$ cat src/hw/rtl/assert_macros.svh
// assertion macros for the alu
`ifndef ASSERT_MACROS_SVH
`define ASSERT_MACROS_SVH
`ifndef SYNTHESIS
`define ASSERT_IMPLIES(label, clk, rst, pre, post) \
   label: assert property (@(posedge clk) disable iff (rst) (pre) |-> (post)) \
      else $error("assertion failed");
`define ASSERT_NEXT(label, clk, rst, pre, post) \
   label: assert property (@(posedge clk) disable iff (rst) (pre) |=> (post)) \
      else $error("assertion failed");
`else
`define ASSERT_IMPLIES(label, clk, rst, pre, post)
`define ASSERT_NEXT(label, clk, rst, pre, post)
`endif
`endif

$ cat src/hw/rtl/sia_pkg.sv
// shared types and constants for the signed integer alu
package sia_pkg;
   localparam int DefaultDataWidth = 32;
   localparam int OpWidth = 4;

   typedef enum logic [3:0] {
      OP_ADD = 4'd0, OP_SUB = 4'd1, OP_NEG = 4'd2, OP_MUL = 4'd3,
      OP_DIV = 4'd4, OP_MOD = 4'd5, OP_POW = 4'd6, OP_LT = 4'd7,
      OP_LE = 4'd8, OP_EQ = 4'd9, OP_NE = 4'd10, OP_GE = 4'd11,
      OP_GT = 4'd12, OP_CAT = 4'd13, OP_SHL = 4'd14, OP_NONE = 4'd15
   } op_type;

   typedef enum logic [2:0] {
      ST_IDLE, ST_DIV, ST_POW_MUL, ST_POW_SQR, ST_DONE
   } state_type;

   // controller to datapath
   typedef struct packed {
      logic load;      // capture operands, register the simple-op result
      logic div_step;  // one restoring division step
      logic div_fix;   // apply signs to quotient or remainder
      logic pow_mul;   // acc *= base when exponent bit set
      logic pow_sqr;   // base *= base, exponent >>= 1
   } cmd_type;

   // datapath to controller
   typedef struct packed {
      logic div_done;
      logic exp_zero;
   } status_type;
endpackage

$ cat src/hw/rtl/sia_ctrl.sv
// controller state machine for the alu
module sia_ctrl
   import sia_pkg::*;
(
   input  logic       clock,
   input  logic       reset,
   input  logic       start,
   input  op_type     op,
   input  logic       multi,
   input  status_type status,
   input  logic       rsp_ready,
   output logic       busy,
   output logic       rsp_valid,
   output cmd_type    cmd
);
   state_type state_ff, state_in;

   always_ff @(posedge clock) begin
      if (reset) state_ff <= ST_IDLE;
      else state_ff <= state_in;
   end

   always_comb begin
      state_in = state_ff;
      unique case (state_ff)
         ST_IDLE: begin
            if (start) begin
               if (!multi) state_in = ST_DONE;
               else if (op == OP_POW) state_in = ST_POW_MUL;
               else state_in = ST_DIV;
            end
         end
         ST_DIV: if (status.div_done) state_in = ST_DONE;
         ST_POW_MUL: begin
            if (status.exp_zero) state_in = ST_DONE;
            else state_in = ST_POW_SQR;
         end
         ST_POW_SQR: state_in = ST_POW_MUL;
         ST_DONE: if (rsp_ready) state_in = ST_IDLE;
         default: state_in = ST_IDLE;
      endcase
   end

   always_comb begin
      cmd = '0;
      busy = 1'b1;
      rsp_valid = 1'b0;
      unique case (state_ff)
         ST_IDLE: begin
            busy = 1'b0;
            cmd.load = start;
         end
         ST_DIV: begin
            cmd.div_step = !status.div_done;
            cmd.div_fix = status.div_done;
         end
         ST_POW_MUL: cmd.pow_mul = !status.exp_zero;
         ST_POW_SQR: cmd.pow_sqr = 1'b1;
         ST_DONE: rsp_valid = 1'b1;
         default: busy = 1'b1;
      endcase
   end
endmodule

$ cat src/hw/rtl/sia_datapath.sv
// operand registers, divider and power unit of the alu
module sia_datapath
   import sia_pkg::*;
#(
   parameter int DATA_WIDTH = DefaultDataWidth
) (
   input  logic                  clock,
   input  cmd_type               cmd,
   input  op_type                op,
   input  logic [DATA_WIDTH-1:0] a,
   input  logic [DATA_WIDTH-1:0] b,
   output status_type            status,
   output logic [DATA_WIDTH-1:0] result,
   output logic                  dbz
);
   localparam int CW = $clog2(DATA_WIDTH + 1);

   logic [DATA_WIDTH-1:0] res_ff, res_in;
   logic                  dbz_ff, dbz_in;
   logic                  is_mod_ff;
   logic                  negq_ff;
   logic [DATA_WIDTH-1:0] quo_ff;   // dividend shifts out, quotient in
   logic [DATA_WIDTH-1:0] rem_ff;
   logic [DATA_WIDTH-1:0] dvs_ff;
   logic [CW-1:0]         cnt_ff;
   logic [DATA_WIDTH-1:0] base_ff, exp_ff;

   logic                  a_neg, b_neg;
   logic [DATA_WIDTH-1:0] ua, ub, sum, diff, shl_v, shr_v, cat_v, single;
   logic                  slt, sgt;
   logic [DATA_WIDTH:0]   trial_rem, trial_sub;
   logic [DATA_WIDTH-1:0] fixv;
   logic [DATA_WIDTH-1:0] mag_b;

   assign a_neg = a[DATA_WIDTH-1];
   assign b_neg = b[DATA_WIDTH-1];
   assign ua = a_neg ? -a : a;
   assign ub = b_neg ? -b : b;
   assign sum = a + b;
   assign diff = a - b;
   assign slt = $signed(a) < $signed(b);
   assign sgt = $signed(b) < $signed(a);
   assign cat_v = (a << 3) + (a << 1) + b;
   assign mag_b = -b;

   always_comb begin
      if (!b_neg) shl_v = (b >= DATA_WIDTH) ? '0 : a << b;
      else if (mag_b >= DATA_WIDTH || mag_b == '0) shl_v = {DATA_WIDTH{a_neg}};
      else shl_v = DATA_WIDTH'($signed(a) >>> mag_b);
   end
   assign shr_v = shl_v;

   always_comb begin
      single = '0;
      unique case (op)
         OP_ADD: single = sum;
         OP_SUB: single = diff;
         OP_NEG: single = -a;
         OP_MUL: single = a * b;
         OP_LT:  single = DATA_WIDTH'(slt);
         OP_LE:  single = DATA_WIDTH'(!sgt);
         OP_EQ:  single = DATA_WIDTH'(a == b);
         OP_NE:  single = DATA_WIDTH'(a != b);
         OP_GE:  single = DATA_WIDTH'(!slt);
         OP_GT:  single = DATA_WIDTH'(sgt);
         OP_CAT: single = cat_v;
         OP_SHL: single = shr_v;
         default: single = '0;
      endcase
   end

   assign trial_rem = {rem_ff, quo_ff[DATA_WIDTH-1]};
   assign trial_sub = trial_rem - {1'b0, dvs_ff};
   assign fixv = is_mod_ff ? rem_ff : quo_ff;

   always_comb begin
      res_in = res_ff;
      dbz_in = dbz_ff;
      if (cmd.load) begin
         dbz_in = 1'b0;
         res_in = single;
         if ((op == OP_DIV || op == OP_MOD) && b == '0) begin
            dbz_in = 1'b1;
            res_in = '0;
         end else if (op == OP_POW) begin
            res_in = b_neg ? '0 : DATA_WIDTH'(1);
         end
      end else if (cmd.div_fix) begin
         res_in = negq_ff ? -fixv : fixv;
      end else if (cmd.pow_mul && exp_ff[0]) begin
         res_in = res_ff * base_ff;
      end
   end

   always_ff @(posedge clock) begin
      res_ff <= res_in;
      dbz_ff <= dbz_in;
      if (cmd.load) begin
         is_mod_ff <= (op == OP_MOD);
         negq_ff <= (op == OP_MOD) ? a_neg : (a_neg ^ b_neg);
         quo_ff <= ua;
         rem_ff <= '0;
         dvs_ff <= ub;
         // zero divisor finishes at once
         cnt_ff <= (b == '0) ? CW'(0) : CW'(DATA_WIDTH);
         base_ff <= a;
         exp_ff <= b_neg ? '0 : b;
      end else if (cmd.div_step) begin
         cnt_ff <= cnt_ff - CW'(1);
         if (!trial_sub[DATA_WIDTH]) begin
            rem_ff <= trial_sub[DATA_WIDTH-1:0];
            quo_ff <= {quo_ff[DATA_WIDTH-2:0], 1'b1};
         end else begin
            rem_ff <= trial_rem[DATA_WIDTH-1:0];
            quo_ff <= {quo_ff[DATA_WIDTH-2:0], 1'b0};
         end
      end else if (cmd.pow_sqr) begin
         base_ff <= base_ff * base_ff;
         exp_ff <= exp_ff >> 1;
      end
   end

   // zero divisor: keep result and flag from load
   logic zero_div_ff;
   always_ff @(posedge clock) begin
      if (cmd.load) zero_div_ff <= (b == '0);
   end

   assign status.div_done = (cnt_ff == '0);
   assign status.exp_zero = (exp_ff == '0);
   assign result = (zero_div_ff && dbz_ff) ? '0 : res_ff;
   assign dbz = dbz_ff;
endmodule

$ cat src/hw/rtl/signed_integer_alu_32.sv
// signed integer alu top level: one result word per request word
// simple ops and a zero divisor answer from the load; div/mod steps one quotient bit a cycle
//   plus a sign fix, and pow does a multiply and a square per exponent bit
// one word at a time; the next request is taken the cycle after the response is accepted
// reset: synchronous active high, returns the controller to idle, no request taken meanwhile
`include "assert_macros.svh"
module signed_integer_alu_32
   import sia_pkg::*;
#(
   parameter int DATA_WIDTH = DefaultDataWidth
) (
   input  logic                  clock,
   input  logic                  reset,
   input  logic                  req_valid,
   output logic                  req_ready,
   input  logic [OpWidth-1:0]    req_operation,
   input  logic [DATA_WIDTH-1:0] req_operand_a,
   input  logic [DATA_WIDTH-1:0] req_operand_b,
   output logic                  rsp_valid,
   input  logic                  rsp_ready,
   output logic [DATA_WIDTH-1:0] rsp_result_value,
   output logic                  rsp_divide_by_zero
);
   cmd_type    cmd;
   status_type status;
   logic       busy, start, multi;
   op_type     op;

   assign op = op_type'(req_operation);
   assign req_ready = !busy && !reset;
   assign start = req_valid && req_ready;
   assign multi = ((op == OP_DIV || op == OP_MOD) && req_operand_b != '0) ||
                  (op == OP_POW);

   sia_ctrl u_ctrl (
      .clock, .reset, .start, .op, .multi, .status, .rsp_ready,
      .busy, .rsp_valid, .cmd
   );

   sia_datapath #(.DATA_WIDTH(DATA_WIDTH)) u_dp (
      .clock, .cmd, .op, .a(req_operand_a), .b(req_operand_b), .status,
      .result(rsp_result_value), .dbz(rsp_divide_by_zero)
   );

   `ASSERT_IMPLIES(a_no_req_while_rsp, clock, reset, rsp_valid, !req_ready)
   `ASSERT_NEXT(a_rsp_after_simple, clock, reset, start && !multi, rsp_valid)
   `ASSERT_IMPLIES(a_flag_zero, clock, reset, rsp_valid && rsp_divide_by_zero, ~|rsp_result_value)
endmodule
$ cat config.mk
export PLATFORM = sky130hd
export DESIGN_NAME = signed_integer_alu_32
export DESIGN_NICKNAME = d
export VERILOG_FILES = /design/src/hw/rtl/sia_pkg.sv /design/src/hw/rtl/sia_ctrl.sv /design/src/hw/rtl/sia_datapath.sv /design/src/hw/rtl/signed_integer_alu_32.sv
export VERILOG_INCLUDE_DIRS = /design/src /design/src/hw/rtl
export SDC_FILE = /design/constraint.sdc
export NUM_CORES = 2
export LEC_CHECK = 0
export BUFFER_PORTS_ARGS = -buffer_cell sky130_fd_sc_hd__buf_4
export CAP_MARGIN = 10
export CORE_ASPECT_RATIO = 0.75
export CORE_MARGIN = 1.5
export CORE_UTILIZATION = 52
export DETAILED_ROUTE_END_ITERATION = 10
export PLACE_DENSITY = 0.7
export SLEW_MARGIN = 40
export SYNTH_ARGS = -nofsm -noshare
export SYNTH_HDL_FRONTEND = slang
export SYNTH_SLANG_ARGS = --single-unit
export TNS_END_PERCENT = 5
$ cat constraint.sdc
create_clock -name clock -period 9.6 [get_ports clock]
set_input_delay 1.44 -clock clock [delete_from_list [all_inputs] [get_ports clock]]
set_output_delay 1.44 -clock clock [all_outputs]
set_load 0.05 [all_outputs]
==> impl_metrics.csv <==
group,metric,value,unit
critical_path,r2r_setup_slack,0.74,ns
timing,slew_headroom,30.9,%
critical_path,cp_slowest_cell,"fa_1",
yosys,synth_mux_area_share,2.47,%
yosys,synth_area,68600,sq um
clock_network,root_buffer,"clkbuf_16",
critical_path,worstSetupPathType,"in -> reg",
timing,hold_viol_final,0,
drt,vias_per_cell,6.15,
cells_and_area,fin_nets,10000,
timing,timing.final.ws_setup,0.270,ns
critical_path,worstPathMaxFanout,4,
drt,avgRoutedWirePerCell,29.8,microns
cells_and_area,fin_area,73800,sq um
clock_network,clk_path_buf_depth,3,
cells_and_area,syn_to_final_growth,7.56,%
clock_network,hold_buffers,0,
critical_path,crit_family,"adder cells",
clock_network,postCtsSetupRepairBufs,0,
timing,rsz0062_at_grt,"no",
grt,overflow,0,
timing,clock_skew,0.0424,ns
yosys,synth_compound_area_share,11.3,%
hold_path,hold_class,"reg -> reg",
outcome,status,"finished clean",
yosys,yosys.area_share.adder,45.3,%
yosys,yosysTopAreaCell,"fa_1",
floorplan,core_area,131000,sq um
grt,antenna_found_initial,18,
timing,worst_slew_pin_slew,1.03,ns
critical_path,critPathBufInv,6,
timing,worst_hold_slack,0.511,ns
critical_path,crit_path_end_kind,"flop",
grt,grt_pass1_vias,61500,
drt,drcViolationCount,0,
drt,wirelength,298,mm
yosys,yosysWarnings,0,
yosys,syn_inst,8189,
hold_path,min_path_cells,2,
critical_path,worst-path-stages,27,
clock_network,cts_buffers,25,
grt,grt_pass1_wl,432,mm
floorplan,start_util,52.4,%
place,portBuffers,106,
yosys,synth_top_family_by_area,"adder cells",
yosys,synth_top_area_share,35.4,%
floorplan,io_pins,107,
timing,period_share,97.2,%
yosys,yosysUniqueCellTypes,102,
job,max-cap-violations,0,
floorplan,rows,115,
clock_network,clkTransAtPathRegs,0.06,ns
place,place_ws,-0.161,ns
drt,num_vias,61500,
timing,setup_violations,0,
grt,grt_max_degree,65,
yosys,synth-simple-area-share,16.2,%
yosys,syn_nets,10000,
yosys,yosysSeqAreaShare,8.42,%
drt,final_antenna_net_count,0,
yosys,ys_seq_elements,204,
yosys,synth_edf_count,169,
yosys,synthTopCellsByArea,"fa_1 (35%), ha_1 (9.8%), inv_1 (8.2%), edfxtp_1 (7.4%), nand2_1 (6.0%)",
cells_and_area,drive_above_1_share,7.91,%
clock_network,htreeDepth,1,
critical_path,reg2reg_depth,26,
yosys,ys_async_sr_fraction,0,%
yosys,avgSynthCellArea,8.38,sq um
clock_network,post_cts_resized,0,
drt,dr.pass1.iters,9,
critical_path,slowest_delay,0.54,ns
place,place.gp.congestion,1.07,
clock_network,clk_latency,0.63,ns
critical_path,rr_endpoint,"u_dp.base_ff[31]$_DFFE_PP_",
clock_network,numClockSinks,204,
yosys,ys.flop_type,"edfxtp_1",
place,placed_area,72800,sq um
critical_path,worstPathRequired,9.93,ns
critical_path,reg2reg_from,"u_dp.base_ff[6]$_DFFE_PP_",
floorplan,die_w,422,microns
yosys,synth_xor_xnor_area_share,5.39,%
floorplan,die_area,134000,sq um
floorplan,die_h,318,microns
timing,finalMaxSlewViolations,0,
timing,finalCriticalPeriod,9.33,ns
timing,fmax,107,MHz
critical_path,cp.arrival,9.66,ns
drt,drt-initial-drc-count,8030,
cells_and_area,fillers,12200,
critical_path,start_kind,"input pin",
hold_path,hp-start,"u_dp.rem_ff[30]$_SDFFE_PP0P_",
hold_path,hold_path_end,"u_dp.rem_ff[30]$_SDFFE_PP0P_",
grt,grtUsageTotal,44.5,%
clock_network,cts_tree,"done",
place,dp_hpwl,243,mm
critical_path,crit_top_cell,"fa_1",
==> registers in the layout, summed over array words and instances, names as in the netlist <==
| register | cells |
|---|---|
| u_dp.base_ff | 32 |
| u_dp.dvs_ff | 32 |
| u_dp.quo_ff | 32 |
| u_dp.rem_ff | 32 |
| u_dp.res_ff | 32 |
| u_dp.exp_ff | 31 |
| u_dp.cnt_ff | 6 |
| u_ctrl.state_ff | 3 |
| u_dp.dbz | 1 |
| u_dp.is_mod_ff | 1 |
| u_dp.negq_ff | 1 |
| u_dp.zero_div_ff | 1 |
==> worst max-delay path by stage <==
stage / end / start / slack [ns]
after floorplan: u_dp.res_ff[28]$_DFFE_PP_ / req_operand_b[2] / 0.03
after global placement: u_dp.res_ff[28]$_DFFE_PP_ / req_operand_a[6] / 0.01
after detailed placement: u_dp.res_ff[28]$_DFFE_PP_ / req_operand_b[2] / -0.16
after CTS: u_dp.res_ff[28]$_DFFE_PP_ / req_operand_b[2] / 0.44
after global routing: u_dp.res_ff[28]$_DFFE_PP_ / req_operand_b[4] / 0.003
final: u_dp.res_ff[28]$_DFFE_PP_ / req_operand_b[4] / 0.27
==> layout make-up <==
type | count | area, sq um | area share, %
clock buffer | 28 | 637 | 0.863
tap | 1755 | 2200 | 2.97
inverter | 1536 | 5770 | 7.81
clock inverter | 18 | 243 | 0.329
antenna | 13 | 32.5 | 0.0441
timing repair buffer | 459 | 3550 | 4.81
sequential | 204 | 5780 | 7.82
multi-input combinational | 5987 | 55600 | 75.3
==> routing by layer <==
| layer | wire (microns) | share of wire [%] | vias up | global-route usage [%] |
|---|---|---|---|---|
| met5 | 104 | 0.035 | - | 0.248 |
| met3 | 45700 | 15 | 657 | 18.8 |
| met4 | 12300 | 4.1 | 16 | 14.8 |
| met2 | 115000 | 39 | 4002 | 59.0 |
| met1 | 125000 | 42 | 30900 | 64.4 |
| li1 | - | - | 25900 | - |
==> tightest hold or removal path, stage by stage (launching register included) <==
cell and delay (ns):
dfxtp_1 0.34, nand2_1 0.06, o21ai_0 0.06
==> Yosys cell counts (all sizes together) (13+ instances only) <==
cell     instances
a211oi          51
a31oi           38
nand4           30
nor3            95
ha             538
a2111oi         13
mux2            20
o21a            31
nand3           78
buf             72
fa            1215
nor2           627
or3             38
nor2b           29
o211ai          35
and3            24
dfxtp           35
o31ai           74
o22ai           33
a211o           18
and2           291
o311ai          14
xor2           105
nor4            32
mux4            17
nand2b          51
or2             15
inv           1513
xnor2          317
o21bai          27
o21ai          318
a21o            82
mux2i          108
a22oi           16
nand2         1103
clkbuf         390
edfxtp         169
clkinv          23
a21oi          292
a221oi          19
==> through the flow <==
step,TNS [ns],cells,utilization [%]
floorplan,0,8189,-
global placement,0,9932,55.4
detailed placement,-0.161,9937,55.5
CTS,0,9983,56.2
global route,0,9990,56.3
finish,0,10000,56.3
==> layout by cell type (no fill, tap or decap), types with 27 or more instances in the layout <==
cell and count:
inv_1 1498, fa_1 1215, nand2_1 1099, nor2_1 624, ha_1 538, buf_4 445
xnor2_1 305, o21ai_0 294, and2_1 291, a21oi_1 289, edfxtp_1 169, mux2i_1 107
xor2_1 102, nor3_1 84, a21o_1 82, nand3_1 75, o31ai_1 72, nand2b_1 51
a211oi_1 48, a31oi_1 38, o211ai_1 35, dfxtp_1 35, or3_1 33, o22ai_1 33
o21a_1 31, nand4_1 30, nor2b_1 29, clkinv_1 28, o21bai_1 27
==> cell families (layout without fill, tap and decap cells) <==
logic type      Yosys count  after routing
flops                   204            204
simple gates           2468           2468
fa+ha+maj              1753           1753
buf+inv                1998           2041
other cells               0             13
compound gates         1199           1199
xor+xnor                422            422
mux                     145            145
Power is left out: the tool's default activity adds up to more than one toggle a clock period on the data nets, which glitch-free logic cannot reach.
